[src/design/ple_pkg.sv]
// Shared types and constants for the positional list engine.
// Used by ple_ctrl, ple_cell and positional_list_engine_core; depends on nothing.
`default_nettype none

package ple_pkg;

	// Capacity of the list and the widths derived from it.
	localparam int CAPACITY = 64;
	localparam int IDX_W    = $clog2(CAPACITY);
	localparam int CNT_W    = $clog2(CAPACITY + 1);

	// Fixed field widths of the transactions.
	localparam int ACT_W    = 2;
	localparam int POS_W    = 7;
	localparam int VAL_W    = 32;
	localparam int ST_W     = 2;
	localparam int CNTOUT_W = 7;

	// Width that holds both a position and a count plus one without overflow.
	localparam int CMP_W    = ((POS_W > CNT_W) ? POS_W : CNT_W) + 1;

	typedef enum logic [ACT_W-1:0] {
		ACT_INSERT = 2'd0,
		ACT_REMOVE = 2'd1,
		ACT_EDIT   = 2'd2,
		ACT_READ   = 2'd3
	} ple_action_t;

	typedef enum logic [ST_W-1:0] {
		ST_DONE  = 2'd0,
		ST_RANGE = 2'd1,
		ST_FULL  = 2'd2
	} ple_status_t;

	// Command broadcast to every cell of the chain.
	typedef struct packed {
		logic                    shift_up;
		logic                    shift_down;
		logic                    wr_en;
		logic [IDX_W-1:0]        idx;
		logic signed [VAL_W-1:0] value;
	} ple_cmd_t;

	// Outcome of one transaction as seen by the result side.
	typedef struct packed {
		ple_status_t      status;
		logic             rd_en;
		logic [CNT_W-1:0] count_nxt;
	} ple_res_t;

endpackage

`default_nettype wire

[src/design/ple_ctrl.sv]
// Action decode and range checks for the positional list engine.
// Depends on ple_pkg for the command and result types.
`default_nettype none

module ple_ctrl (
	input  wire logic                            go,
	input  wire logic [ple_pkg::ACT_W-1:0]       action,
	input  wire logic [ple_pkg::POS_W-1:0]       position,
	input  wire logic signed [ple_pkg::VAL_W-1:0] new_value,
	input  wire logic [ple_pkg::CNT_W-1:0]       count,
	output ple_pkg::ple_cmd_t                    cmd,
	output ple_pkg::ple_res_t                    res
);

	logic [ple_pkg::CMP_W-1:0] pos_w;
	logic [ple_pkg::CMP_W-1:0] cnt_w;
	logic                      pos_nonzero;
	logic                      ins_pos_ok;
	logic                      acc_pos_ok;
	logic                      full;
	ple_pkg::ple_action_t      act;

	// Widen both operands so that count plus one cannot wrap.
	assign pos_w       = ple_pkg::CMP_W'(position);
	assign cnt_w       = ple_pkg::CMP_W'(count);
	assign pos_nonzero = (position != '0);
	assign ins_pos_ok  = pos_nonzero && (pos_w <= cnt_w + ple_pkg::CMP_W'(1));
	assign acc_pos_ok  = pos_nonzero && (pos_w <= cnt_w);
	assign full        = (cnt_w >= ple_pkg::CMP_W'(ple_pkg::CAPACITY));
	assign act         = ple_pkg::ple_action_t'(action);

	// Build the cell command and the status of the transaction.
	always_comb begin
		cmd.shift_up   = 1'b0;
		cmd.shift_down = 1'b0;
		cmd.wr_en      = 1'b0;
		cmd.idx        = ple_pkg::IDX_W'(position - ple_pkg::POS_W'(1));
		cmd.value      = new_value;
		res.status     = ple_pkg::ST_DONE;
		res.rd_en      = 1'b0;
		res.count_nxt  = count;
		case (act)
			ple_pkg::ACT_INSERT: begin
				if (!ins_pos_ok) begin
					res.status = ple_pkg::ST_RANGE;
				end else if (full) begin
					res.status = ple_pkg::ST_FULL;
				end else begin
					cmd.shift_up  = go;
					cmd.wr_en     = go;
					res.count_nxt = count + ple_pkg::CNT_W'(1);
				end
			end
			ple_pkg::ACT_REMOVE: begin
				if (!acc_pos_ok) begin
					res.status = ple_pkg::ST_RANGE;
				end else begin
					cmd.shift_down = go;
					res.count_nxt  = count - ple_pkg::CNT_W'(1);
				end
			end
			ple_pkg::ACT_EDIT: begin
				if (!acc_pos_ok) begin
					res.status = ple_pkg::ST_RANGE;
				end else begin
					cmd.wr_en = go;
				end
			end
			ple_pkg::ACT_READ: begin
				if (!acc_pos_ok) begin
					res.status = ple_pkg::ST_RANGE;
				end else begin
					res.rd_en = 1'b1;
				end
			end
			default: begin
				res.status = ple_pkg::ST_RANGE;
			end
		endcase
	end

endmodule

`default_nettype wire

[config.mk]
export PLATFORM = sky130hd
export DESIGN_NAME = ple_ctrl
export DESIGN_NICKNAME = d
export VERILOG_FILES = /design/src/design/ple_pkg.sv /design/src/design/ple_ctrl.sv
export SDC_FILE = /design/constraint.sdc
export NUM_CORES = 1
export LEC_CHECK = 0
export BUFFER_PORTS_ARGS = -buffer_cell sky130_fd_sc_hd__buf_2
export CAP_MARGIN = 30
export CORE_ASPECT_RATIO = 0.7
export CORE_MARGIN = 1
export CORE_UTILIZATION = 43
export DETAILED_ROUTE_END_ITERATION = 8
export PLACE_DENSITY_LB_ADDON = 0.3
export SYNTH_ARGS = -nofsm -noshare
export SYNTH_HDL_FRONTEND = slang
export SYNTH_SLANG_ARGS = --single-unit
[constraint.sdc]
create_clock -name vclk -period 5.55
set_clock_uncertainty 0.1 [all_clocks]
set_input_delay 1.11 -clock vclk [all_inputs]
set_output_delay 1.11 -clock vclk [all_outputs]
set_load 0.02 [all_outputs]
==> run_summary.xml <==
<?xml version="1.0" encoding="UTF-8"?>
<metrics>
  <group name="timing">
    <metric name="drv_slew" unit="">0</metric>
    <metric name="final.period_utilization" unit="%">89.3</metric>
    <metric name="final_critical_path_setup_slack" unit="ns">0.595</metric>
    <metric name="report.final.hold_viol_count" unit="">0</metric>
    <metric name="final_period_minus_worst_setup_slack" unit="ns">4.95</metric>
    <metric name="finalSetupTns" unit="ns">0</metric>
    <metric name="rsz0062_at_grt" unit="">no</metric>
    <metric name="worstMarginPinSlew" unit="ns">0.568</metric>
    <metric name="max_freq" unit="MHz">202</metric>
    <metric name="timing.final.setup_violations" unit="">0</metric>
    <metric name="max_slew_margin" unit="%">61.8</metric>
    <metric name="final.hold.worst_slack" unit="ns">2.12</metric>
  </group>
  <group name="global_route">
    <metric name="global_route.usage.total" unit="%">20.0</metric>
    <metric name="globalRoute.busiestLayer" unit="">met2</metric>
    <metric name="grt.met1_usage" unit="%">28.8</metric>
    <metric name="met3_usage" unit="%">3.03</metric>
    <metric name="antenna_found_initial" unit="">0</metric>
    <metric name="grtUsageMet2" unit="%">29.4</metric>
    <metric name="first_pass_grt_wire_length" unit="um">4570</metric>
    <metric name="grt_max_degree" unit="">10</metric>
    <metric name="number_of_global_route_vias_before_repair" unit="">994</metric>
    <metric name="final_global_route_overflow_total" unit="">0</metric>
  </group>
  <group name="finish">
    <metric name="numnets_final" unit="">230</metric>
    <metric name="clkbuf_count" unit="">0</metric>
    <metric name="drive_above_1_share" unit="%">26.9</metric>
    <metric name="regArea" unit="um2">0</metric>
    <metric name="area_of_the_multi_input_gates" unit="um2">827</metric>
    <metric name="fillers" unit="">270</metric>
    <metric name="insertedDiodeCount" unit="">0</metric>
    <metric name="area_growth" unit="%">-2.75</metric>
    <metric name="n_sequential_cell" unit="">0</metric>
  </group>
  <group name="floorplanning">
    <metric name="chipHeight" unit="um">45.0</metric>
    <metric name="die_w" unit="um">63.5</metric>
    <metric name="boundaryPins" unit="">100</metric>
    <metric name="rows" unit="">15</metric>
    <metric name="floorplan.die_area" unit="mm2">0.00286</metric>
    <metric name="core-area" unit="mm2">0.00248</metric>
    <metric name="initial_core_util" unit="%">45.9</metric>
  </group>
  <group name="synthesis">
    <metric name="post_synth_instance_area" unit="mm2">0.00114</metric>
    <metric name="syn_inst" unit="">159</metric>
    <metric name="synth.top_cell.area_share" unit="%">21.1</metric>
    <metric name="yosys_warnings" unit="">0</metric>
    <metric name="seq_area_frac_synth" unit="%">0</metric>
    <metric name="syn_avg_cell_area" unit="um2">7.15</metric>
    <metric name="yosysTopAreaCell" unit="">buf_4</metric>
    <metric name="synth_cell_type_count" unit="">37</metric>
    <metric name="mappedNetlistNets" unit="">227</metric>
    <metric name="synth.area.top_cells" unit="">buf_4 (21%), ha_1 (21%), xnor2_1 (8.5%)</metric>
  </group>
  <group name="drt">
    <metric name="vias" unit="">1087</metric>
    <metric name="dr.pass1.iters" unit="">4</metric>
    <metric name="postRouteAntennaNets" unit="">0</metric>
    <metric name="dr.first_iter.drc_count" unit="">43</metric>
    <metric name="drt-wirelength-per-cell" unit="um">14.4</metric>
    <metric name="wirelength" unit="um">2780</metric>
    <metric name="routed_via_density" unit="">5.60</metric>
    <metric name="drc_errors" unit="">0</metric>
  </group>
  <group name="setup_path">
    <metric name="setup.worst_path.start_class" unit="">input port</metric>
    <metric name="critPathArrivalTime" unit="ns">3.74</metric>
    <metric name="cp-end-kind" unit="">primary output</metric>
    <metric name="required" unit="ns">4.34</metric>
    <metric name="crit_fanout" unit="">8</metric>
    <metric name="timing.setup.critical_path_class" unit="">input port to primary output</metric>
  </group>
  <group name="power">
    <metric name="seq_power_share" unit="%">0</metric>
    <metric name="vdd_ir_drop_max" unit="mV">0.0400</metric>
    <metric name="power_per_cell_area" unit="mW/mm2">95.0</metric>
    <metric name="comb_power_share" unit="%">100.0</metric>
    <metric name="clock_power_share" unit="%">0</metric>
    <metric name="switching_share" unit="%">61.6</metric>
    <metric name="internal_power" unit="uW">40.4</metric>
    <metric name="switchingPower" unit="uW">64.7</metric>
    <metric name="leakagePower" unit="nW">0.561</metric>
  </group>
  <group name="worst_hold_path">
    <metric name="hold-path-endpoint" unit="">cmd[30]</metric>
    <metric name="min_path_type" unit="">input port to primary output</metric>
    <metric name="holdPathStages" unit="">0</metric>
    <metric name="min-delay-start" unit="">new_value[30]</metric>
  </group>
  <group name="clock_tree">
    <metric name="post_cts_resized" unit="">0</metric>
    <metric name="postCtsSetupRepairBufs" unit="">0</metric>
    <metric name="cts_hold_repair.buffers" unit="">0</metric>
  </group>
  <group name="outcome">
    <metric name="run_status" unit="">completed</metric>
  </group>
  <group name="flow_run">
    <metric name="max_cap_viol_count" unit="">0</metric>
  </group>
  <group name="placed_design">
    <metric name="place.gp.congestion" unit="">0.876</metric>
    <metric name="dp.final_hpwl" unit="um">2370</metric>
    <metric name="place_worst_setup_slack" unit="ns">0.607</metric>
    <metric name="numPortBuffers" unit="">36</metric>
  </group>
</metrics>
## synthesized netlist by cell type (all sizes together), types with 2 or more instances
library cell,count
nand3b,2
xnor2,11
and3,5
xor2,2
nor4,2
nand2,6
buf,34
a21o,2
o21ai,2
ha,19
nor2,10
inv,15
nand4,4
nand3,8
nor3,10
a21oi,10
## power groups by stage
stage                     logic [mW]  registers (mW)  clock network [mW]
final                          0.105               0                   0
after global routing           0.117               0                   0
after CTS                      0.105               0                   0
after detailed placement       0.104               0                   0
after global placement         0.103               0                   0
after floorplan                0.104               0                   0
## cell families (layout without fill, tap and decap cells)
logic type | Yosys count | after routing | synth area share (%)
mux | 1 | 1 | 0.880
xor+xnor | 13 | 13 | 10.0
simple gates | 51 | 51 | 24.1
buf+inv | 50 | 51 | 27.3
fa+ha+maj | 19 | 19 | 20.9
compound gates | 25 | 25 | 16.8
## placed cells by master (no fill, tap or decap), types with 4 or more instances in the layout
cell type,synthesis,final
nor3_1,9,9
inv_1,15,15
and3_1,5,5
xnor2_1,11,11
nand4_1,4,4
nor2_1,10,10
nand2_1,6,6
buf_2,2,36
nand3_1,7,7
ha_1,19,19
a21oi_1,8,8
## metal layers
layer  wire length [um]  share of wire [%]
met5                  0                  0
met4                118                4.2
met3                234                8.4
met2               1100                 40
met1               1330                 48
## worst max path at each step
stage          startpoint     end  slack, ns  depth (start not counted)
2_1_floorplan    count[0]  res[6]       0.88                         12
3_3_place_gp     count[0]  res[6]       0.69                         14
3_5_place_dp     count[0]  res[6]       0.61                         14
4_1_cts          count[0]  res[6]       0.61                         14
5_1_grt          count[0]  res[6]       0.38                         14
6_report         count[0]  res[6]       0.60                         14
## worst max-delay path, stage by stage
cell       delay, ns
buf_2           0.16
ha_1            0.22
and3_1          0.22
nand3_1         0.10
ha_1            0.29
inv_1           0.04
ha_1            0.30
nand3_1         0.10
a211o_1         0.23
nand3_1         0.13
a21oi_2         0.13
and3_1          0.22
a2111oi_2       0.26
buf_2           0.22
## area by class of cell
cell class,instances,area share [%]
Timing Repair Buffer,36,16.3
Inverter,15,5.09
Multi-Input combinational cell,109,74.8
Tap cell,34,3.85
## through the flow
stage,power (mW),util [%],std cells,instance area [um2]
global route,0.117,44.6,194,1110
CTS,0.105,44.6,194,1110
floorplan,0.104,-,159,1140
detailed placement,0.104,44.6,194,1110
finish,0.105,44.6,194,1110
global placement,0.103,44.6,194,1110
Power figures use the tool's default switching activity.
