File: config.mk
export PLATFORM = sky130hd
export DESIGN_NAME = ple_cell
export DESIGN_NICKNAME = d
export VERILOG_FILES = /design/src/design/ple_pkg.sv /design/src/design/ple_cell.sv
export SDC_FILE = /design/constraint.sdc
export NUM_CORES = 1
export LEC_CHECK = 0
export BUFFER_PORTS_ARGS = -buffer_cell sky130_fd_sc_hd__buf_2
export CAP_MARGIN = 20
export CORE_MARGIN = 1.5
export CORE_UTILIZATION = 49
export DETAILED_ROUTE_END_ITERATION = 10
export PLACE_DENSITY = 0.86
export SETUP_SLACK_MARGIN = 0.15
export SYNTH_ARGS = -nofsm -noshare
export SYNTH_HDL_FRONTEND = slang
export SYNTH_SLANG_ARGS = --single-unit
File: constraint.sdc
create_clock -name clk -period 11.5 [get_ports clk]
set_clock_uncertainty 0.2 [all_clocks]
set_input_delay 2.3 -clock clk [delete_from_list [all_inputs] [get_ports clk]]
set_output_delay 2.3 -clock clk [all_outputs]
set_load 0.01 [all_outputs]
File: src/design/ple_pkg.sv
// Shared types and constants for the positional list engine.
// Used by ple_ctrl, ple_cell and positional_list_engine_core; depends on nothing.
`default_nettype none

package ple_pkg;

	// Capacity of the list and the widths derived from it.
	localparam int CAPACITY = 64;
	localparam int IDX_W    = $clog2(CAPACITY);
	localparam int CNT_W    = $clog2(CAPACITY + 1);

	// Fixed field widths of the transactions.
	localparam int ACT_W    = 2;
	localparam int POS_W    = 7;
	localparam int VAL_W    = 32;
	localparam int ST_W     = 2;
	localparam int CNTOUT_W = 7;

	// Width that holds both a position and a count plus one without overflow.
	localparam int CMP_W    = ((POS_W > CNT_W) ? POS_W : CNT_W) + 1;

	typedef enum logic [ACT_W-1:0] {
		ACT_INSERT = 2'd0,
		ACT_REMOVE = 2'd1,
		ACT_EDIT   = 2'd2,
		ACT_READ   = 2'd3
	} ple_action_t;

	typedef enum logic [ST_W-1:0] {
		ST_DONE  = 2'd0,
		ST_RANGE = 2'd1,
		ST_FULL  = 2'd2
	} ple_status_t;

	// Command broadcast to every cell of the chain.
	typedef struct packed {
		logic                    shift_up;
		logic                    shift_down;
		logic                    wr_en;
		logic [IDX_W-1:0]        idx;
		logic signed [VAL_W-1:0] value;
	} ple_cmd_t;

	// Outcome of one transaction as seen by the result side.
	typedef struct packed {
		ple_status_t      status;
		logic             rd_en;
		logic [CNT_W-1:0] count_nxt;
	} ple_res_t;

endpackage

`default_nettype wire

File: src/design/ple_cell.sv
// One cell of the list chain: holds a single entry and trades it with its neighbors.
// Depends on ple_pkg for the command type.
`default_nettype none

module ple_cell (
	input  wire logic                             clk,
	input  wire logic [ple_pkg::IDX_W-1:0]        my_idx,
	input  wire ple_pkg::ple_cmd_t                cmd,
	input  wire logic signed [ple_pkg::VAL_W-1:0] left_val,
	input  wire logic signed [ple_pkg::VAL_W-1:0] right_val,
	output logic signed [ple_pkg::VAL_W-1:0]      val
);

	logic signed [ple_pkg::VAL_W-1:0] val_q;
	logic signed [ple_pkg::VAL_W-1:0] val_nxt;

	// Pick the next entry: new value at the target, neighbor above or below it.
	always_comb begin
		val_nxt = val_q;
		if (cmd.wr_en && (my_idx == cmd.idx)) begin
			val_nxt = cmd.value;
		end else if (cmd.shift_up && (my_idx > cmd.idx)) begin
			val_nxt = left_val;
		end else if (cmd.shift_down && (my_idx >= cmd.idx)) begin
			val_nxt = right_val;
		end
	end

	// Entry storage; no reset, entries are written before they are read.
	always_ff @(posedge clk) begin
		val_q <= val_nxt;
	end

	assign val = val_q;

endmodule

`default_nettype wire
==> impl_metrics.py, run 1 <==
metrics = {
    "logic_synthesis": {
        "yosysTopAreaCellShare_pct": 35.8,
        "yosys-top-cells-area": "edfxtp_1 36%, a311oi_1 10%, a22oi_1 9.0%",
        "synth.top_cells.by_count": "38 x inv_1, 33 x nand4_1",
        "yosysSeqAreaShare_pct": 35.8,
        "synth_fp_nets": 408,
        "yosysWarningCount": 0,
        "synth_most_common_cell": "inv_1",
        "syn_avg_cell_area_um2": 9.25,
        "yosysTopAreaCell": "edfxtp_1",
        "postSynthCellCount": 290,
        "ys_ff_latch": 32,
        "synth-edff-count": 32,
        "netlist_area_um2": 2680,
        "synth_flop_cell": "edfxtp_1",
        "synth_cell_types": 25,
        "synthArstFlopShare_pct": 0,
    },
    "power_and_ir_drop": {
        "p_leak_uw": 0.00160,
        "seqPwrFrac_pct": 44.4,
        "p_per_area_nw_per_um2": 103,
        "p_int_uw": 248,
        "clockPowerShare_pct": 22.4,
        "p_comb_share_pct": 33.2,
        "ir_drop_mv": 0.0505,
        "p_sw_uw": 113,
        "p_sw_share_pct": 31.3,
    },
    "grt": {
        "overflow": 0,
        "grt_pass1_vias": 2653,
        "antenna_found_initial": 0,
        "grt_pass1_wl_mm": 12.1,
        "grt_start_max_net_pins": 66,
        "grt_usage_pct": 25.2,
    },
    "sta": {
        "clock.fmax_mhz": 181,
        "rsz0062_at_grt": "false",
        "max_slew_margin_pct": 30.9,
        "slew_viol_final": 0,
        "finalSetupTns_ns": 0,
        "setup_viol": 0,
        "fin_crit_ns": 5.52,
        "worstMarginPinSlew_ns": 1.04,
        "hold_ws_ns": 2.15,
        "hold_viol": 0,
        "fin_crit_sh_pct": 48.0,
    },
    "cts": {
        "clk_pin_slew_worst_paths_ns": 0.07,
        "tritoncts": "done",
        "cts_resized": 0,
        "root_buffer": "clkbuf_8",
        "cts_hold_buf": 0,
        "clock_path_buffers": 2,
        "htreeDepth": 2,
        "cts-buffers-inserted": 5,
        "postCtsSetupBuffers": 0,
        "cts_sinks": 32,
    },
    "final_layout": {
        "fin_util_pct": 67.0,
        "drive_gt1_share_pct": 39.3,
        "finalNetCount": 525,
        "antenna_cells": 0,
        "area_delta_synth_final_pct": 30.0,
        "largest_reg_flops": 32,
    },
    "worst_setup_path": {
        "crit_chain": "buf_2 > inv_1 > ha_1 > and3_1 > and2_1 > buf_16 > nor2_1 > a2bb2oi_4",
        "required_ns": 11.20,
        "criticalPathCategory": "input pin to flip-flop",
        "slowest_stage": "and3_1",
        "startpoint_type": "input pin",
        "cp.arrival_ns": 5.22,
        "slowest_delay_ns": 0.84,
        "end_kind": "flip-flop",
        "cp_max_fo": 33,
    },
    "placement": {
        "routabilityCongestion": 0.848,
        "io_buffers": 143,
        "dp_hpwl_mm": 5.18,
    },
    "run": {
        "drv_cap": 0,
    },
    "die": {
        "rows": 26,
        "start_util_pct": 51.5,
        "core_area_um2": 5200,
        "die_area_um2": 5930,
        "pin_count": 144,
        "die_height_um": 77.0,
        "die_x_um": 77.0,
    },
    "route": {
        "viasPerCell": 6.14,
        "drc": 0,
        "finalWirelength_mm": 7.70,
        "drt_iter0_markers": 237,
        "firstDrtPassIters": 5,
        "via_count": 2927,
        "ant_nets": 0,
        "wl_per_cell_um": 16.1,
    },
    "min_path": {
        "hold_path.class": "input pin to flip-flop",
    },
    "status": {
        "status": "complete, no violations",
    },
}
logic make-up after synthesis:
group / synth area share, %
compound gates: 29.7
buf+inv: 13.2
simple gates: 18.5
flops: 35.8
fa+ha+maj: 2.80
placed cells by master, fill, tap and decap left out:
master,n
nor2b_1,1
nand4_1,33
edfxtp_1,32
a311oi_1,32
nand3_1,1
a21boi_1,5
and4_1,1
nand3_2,1
a2bb2oi_4,1
o21ai_4,2
a22oi_1,32
ha_1,6
buf_16,2
clkinv_2,1
clkbuf_8,5
a21o_1,1
a21oi_4,1
nor2_1,2
clkbuf_1,1
inv_1,38
buf_2,143
nand3b_1,32
nand2_1,1
and3_1,1
buf_4,4
and2_1,1
a21boi_0,27
routing by layer:
layer,track usage (%),routed length [µm]
met4,8.36,98
met3,5.60,783
met1,33.0,3050
met2,41.3,3770
met5,0,0
power groups by stage:
stage | logic (µW) | clock network, µW | registers [µW]
2_1_floorplan | 56.0 | 0 | 175
3_3_place_gp | 114 | 0 | 163
3_5_place_dp | 118 | 0 | 163
4_1_cts | 118 | 82.2 | 161
5_1_grt | 130 | 86.6 | 162
6_report | 120 | 81.0 | 160
cell type report:
cell class,instances,area (µm²)
fill,444,1720
timing repair buffer,149,801
clock inverter,1,5.00
clock buffer,6,72.6
multi-input combinational,181,1420
inverter,38,143
tap,70,87.6
sequential,32,961
critical path: cells and delay by family:
family | cells | cell delay [ns]
AND/OR/NAND/NOR | 3 | 1.46
AO/OA/AOI/OAI | 1 | 0.81
buffers and inverters | 3 | 0.32
adder cells (fa/ha/maj) | 1 | 0.28
stage by stage:
stage	setup slack, ns	power, µW	instances	area [µm²]
floorplan	5.85	231	290	2680
global placement	5.08	277	468	3360
detailed placement	5.46	281	469	3380
CTS	5.74	361	476	3460
global route	5.78	379	477	3490
finish	5.98	361	477	3490
final timing paths:
| path | startpoint | end | slack, ns | cells past startpoint |
|---|---|---|---|---|
| setup / recovery | cmd[33] | val[22]$_DFFE_PP_ | 5.98 | 8 |
| hold / removal | cmd[8] | val[8]$_DFFE_PP_ | 2.15 | 3 |
Note: power is estimated with default switching activity, not from simulation.
==> inputs of run 2 (changes only) <==
- CORE_UTILIZATION: 49 -> 46
- PLACE_DENSITY: 0.86 -> 0.82
- clock period: 11.5 -> 5.3 ns (I/O delays scaled with it)
==> impl_metrics.py, run 2 (synthesis results as in run 1) <==
metrics = {
    "worst_setup_path": {
        "end_kind": "flip-flop",
        "criticalPathCategory": "input pin to flip-flop",
        "cp_max_fo": 32,
        "startpoint_type": "input pin",
        "required_ns": 5.00,
        "cp.arrival_ns": 3.37,
    },
    "die": {
        "rows": 27,
        "die_height_um": 79.4,
        "pin_count": 144,
        "start_util_pct": 48.1,
        "core_area_um2": 5570,
        "die_area_um2": 6300,
        "die_x_um": 79.4,
    },
    "final_layout": {
        "fin_util_pct": 62.6,
        "num-fill-cells": 517,
        "drive_gt1_share_pct": 39.4,
        "layout_commonest_cell": "buf_2",
        "final_cell_mix": "143 x buf_2, 38 x inv_1, 33 x nand4_1",
        "register_area_um2": 961,
        "largest_reg_flops": 32,
        "multi_input_area_um2": 1420,
        "area_delta_synth_final_pct": 30.0,
        "final_cells": 481,
        "finalNetCount": 526,
        "antenna_cells": 0,
    },
    "sta": {
        "finalSetupTns_ns": 0,
        "clock.fmax_mhz": 273,
        "fin_crit_ns": 3.66,
        "fin_crit_sh_pct": 69.1,
        "max_slew_margin_pct": 32.6,
        "hold_viol": 0,
        "rsz0062_at_grt": "false",
        "setup_viol": 0,
        "worstMarginPinSlew_ns": 1.01,
        "slew_viol_final": 0,
    },
    "route": {
        "viasPerCell": 6.02,
        "drc": 0,
        "drt_iter0_markers": 275,
        "via_count": 2898,
        "wl_per_cell_um": 16.2,
        "finalWirelength_mm": 7.80,
        "ant_nets": 0,
        "firstDrtPassIters": 5,
    },
    "cts": {
        "cts_resized": 0,
        "htreeDepth": 2,
        "cts-buffers-inserted": 5,
        "clock_path_buffers": 2,
        "cts_sinks": 32,
        "clk_pin_slew_worst_paths_ns": 0.07,
        "postCtsSetupBuffers": 0,
        "root_buffer": "clkbuf_8",
        "tritoncts": "done",
        "cts_hold_buf": 0,
    },
    "grt": {
        "antenna_found_initial": 0,
        "grt_usage_pct": 24.3,
        "grt_pass1_wl_mm": 12.1,
        "grt_start_max_net_pins": 65,
        "grt_pass1_vias": 2681,
        "overflow": 0,
    },
    "power_and_ir_drop": {
        "p_per_area_nw_per_um2": 240,
        "ir_drop_mv": 0.105,
        "p_leak_uw": 0.00160,
    },
    "placement": {
        "routabilityCongestion": 0.851,
        "io_buffers": 143,
        "placed_cells": 473,
        "dp_hpwl_mm": 5.28,
    },
    "status": {
        "status": "complete, no violations",
    },
    "min_path": {
        "hold_path.class": "input pin to flip-flop",
    },
    "run": {
        "drv_cap": 0,
    },
}
run 2: changes by cell type in the layout (fill, tap and decap cells not counted), sizes merged:
| cell | before | now |
|---|---|---|
| bufinv | 0 | 1 |
| clkinv | 1 | 2 |
| buf | 149 | 150 |
| clkbuf | 6 | 5 |
run 2: stage by stage:
| step | area, µm² | total power, µW | setup slack (ns) | hold slack (ns) |
|---|---|---|---|---|
| final | 3490 | 835 | 1.64 | 0.901 |
| after global routing | 3490 | 877 | 1.38 | 0.905 |
| after CTS | 3490 | 835 | 1.59 | 0.901 |
| after detailed placement | 3380 | 612 | 1.31 | 1.20 |
| after global placement | 3380 | 606 | 1.36 | 1.19 |
| after floorplan | 2680 | 500 | 0.893 | 1.10 |
run 2: metal layers:
metal	vias up	GRT usage, %	wire length [µm]
met2	167	41.7	3840
met3	11	5.63	725
met4	0	6.67	104
met1	1343	30.5	3130
li1	1377	-	-
met5	-	0	0
run 2: cell type report:
type,instances,area share [%]
timing repair buffer,150,22.0
tap,72,2.58
clock buffer,5,1.97
sequential,32,27.6
inverter,38,4.09
multi-input combinational,181,40.7
clock inverter,3,1.08
run 2: path summary, 6_finish.rpt:
| path | cells past startpoint | slack [ns] | from | endpoint |
|---|---|---|---|---|
| setup / recovery | 7 | 1.64 | cmd[37] | val[15]$_DFFE_PP_ |
| hold / removal | 3 | 0.90 | cmd[30] | val[30]$_DFFE_PP_ |
run 2: worst max-delay path: stages:
cell and delay (ns):
buf_2 0.07, inv_1 0.03, ha_1 0.37, and4_1 0.71
and2_1 0.24, nor2_1 0.07, a2bb2oi_4 0.80
run 2: power breakdown:
group	switching, µW	internal (µW)	leakage [µW]	total [µW]
sequential	12.1	337	0.000306	349
clock	91.8	137	0.0000532	229
combinational	147	111	0.00124	258
total	251	585	0.00160	835
==> inputs of run 3 (changes only) <==
- clock period: 5.3 -> 3.7 ns (I/O delays scaled with it)
==> impl_metrics.py, run 3 (synthesis results as in run 1) <==
metrics = {
    "power_and_ir_drop": {
        "p_per_area_nw_per_um2": 324,
        "p_sw_uw": 350,
        "p_sw_share_pct": 31.1,
        "p_comb_share_pct": 33.0,
        "p_leak_uw": 0.00159,
        "power_uw": 1120,
        "p_int_uw": 773,
        "clockPowerShare_pct": 22.3,
        "seqPwrFrac_pct": 44.7,
        "ir_drop_mv": 0.157,
    },
    "worst_setup_path": {
        "cp.depth": 8,
        "crit_chain": "buf_2 > inv_1 > ha_1 > and4_1 > buf_4 > o21ai_4 > nand3_1 > a2bb2oi_4",
        "cp_max_fo": 32,
        "slowest_delay_ns": 0.78,
        "path_buf_inv": 3,
        "end_kind": "flip-flop",
        "setup.worst_path.end": "val[15]$_DFFE_PP_",
        "cp_top_family": "compound AO/OA/AOI/OAI gates",
        "slowest_stage": "a2bb2oi_4",
        "startpoint_type": "input pin",
        "crit_path_start": "cmd[37]",
        "required_ns": 3.39,
        "criticalPathCategory": "input pin to flip-flop",
        "cp.arrival_ns": 2.67,
    },
    "grt": {
        "grt_usage_pct": 25.0,
        "grt_pass1_wl_mm": 12.3,
        "antenna_found_initial": 0,
        "overflow": 0,
        "grt_start_max_net_pins": 65,
        "grt_pass1_vias": 2644,
    },
    "sta": {
        "clock.fmax_mhz": 335,
        "worstMarginPinSlew_ns": 1.02,
        "hold_ws_ns": 0.588,
        "hold_viol": 0,
        "rsz0062_at_grt": "false",
        "fin_crit_sh_pct": 80.6,
        "slew_viol_final": 0,
        "fin_crit_ns": 2.98,
        "finalSetupTns_ns": 0,
        "max_slew_margin_pct": 31.6,
        "setup_viol": 0,
    },
    "placement": {
        "placed_area_um2": 3390,
        "dp_hpwl_mm": 5.45,
        "routabilityCongestion": 0.872,
        "io_buffers": 143,
    },
    "route": {
        "wl_per_cell_um": 16.7,
        "dr_wl_met2_mm": 4.06,
        "highest_layer": "met4",
        "ant_nets": 0,
        "finalWirelength_mm": 8.05,
        "viasPerCell": 6.04,
        "via_count": 2912,
        "drt_iter0_markers": 308,
        "drt-met1-wl_mm": 3.30,
        "firstDrtPassIters": 5,
        "drc": 0,
        "routed-wl-met3_um": 587,
    },
    "die": {
        "core_area_um2": 5570,
        "start_util_pct": 48.1,
        "die_area_um2": 6300,
        "pin_count": 144,
        "die_x_um": 79.4,
        "rows": 27,
        "die_height_um": 79.4,
    },
    "cts": {
        "cts_resized": 0,
        "htreeDepth": 2,
        "clk_pin_slew_worst_paths_ns": 0.07,
        "cts-buffers-inserted": 5,
        "clock_path_buffers": 2,
        "postCtsSetupBuffers": 0,
        "root_buffer": "clkbuf_8",
        "tritoncts": "done",
        "cts_sinks": 32,
        "cts_hold_buf": 0,
    },
    "final_layout": {
        "area_delta_synth_final_pct": 29.3,
        "final_cell_mix": "143 x buf_2, 38 x inv_1, 33 x nand4_1",
        "largest_reg_flops": 32,
        "antenna_cells": 0,
        "drive_gt1_share_pct": 39.3,
        "finalNetCount": 527,
        "num-fill-cells": 515,
        "layout_commonest_cell": "buf_2",
        "stdcell_area_um2": 3470,
    },
    "min_path": {
        "hold_path.class": "input pin to flip-flop",
    },
    "run": {
        "drv_cap": 0,
    },
    "status": {
        "status": "complete, no violations",
    },
}
-- run 3: worst min-delay path by stage --
stage | startpoint | end | slack [ns] | depth (start not counted)
floorplan | cmd[14] | val[14]$_DFFE_PP_ | 0.78 | 2
CTS | cmd[0] | val[0]$_DFFE_PP_ | 0.58 | 3
global placement | cmd[14] | val[14]$_DFFE_PP_ | 0.87 | 3
detailed placement | cmd[0] | val[0]$_DFFE_PP_ | 0.87 | 3
finish | cmd[0] | val[0]$_DFFE_PP_ | 0.59 | 3
global route | cmd[0] | val[0]$_DFFE_PP_ | 0.59 | 3
-- run 3: power by group through the flow --
stage	logic (µW)	registers, µW	clock network [µW]
floorplan	175	541	0
global placement	360	507	0
detailed placement	369	510	0
CTS	369	503	256
global route	407	507	271
finish	370	502	251
-- run 3: through the flow --
| step | instances | worst slack, ns | utilization (%) |
|---|---|---|---|
| floorplan | 290 | 0.326 | - |
| global route | 482 | 0.589 | 62.2 |
| detailed placement | 474 | 0.420 | 60.8 |
| global placement | 474 | 0.463 | 60.8 |
| CTS | 482 | 0.708 | 62.2 |
| finish | 482 | 0.719 | 62.2 |
-- run 3: per-layer routing --
metal / up-vias / track usage [%]
met5: - / 0
met4: 0 / 7.72
li1: 1375 / -
met1: 1368 / 31.5
met2: 160 / 43.6
met3: 9 / 4.14
-- run 3: final cells by class --
cell class,count,area [µm²],area share [%]
multi-input cells,181,1420,40.9
flip-flops and latches,32,961,27.7
repair buffers,151,776,22.4
inverters,38,143,4.11
well taps,72,90.1,2.60
clock buffers,7,76.3,2.20
clock inverters,1,3.75,0.108
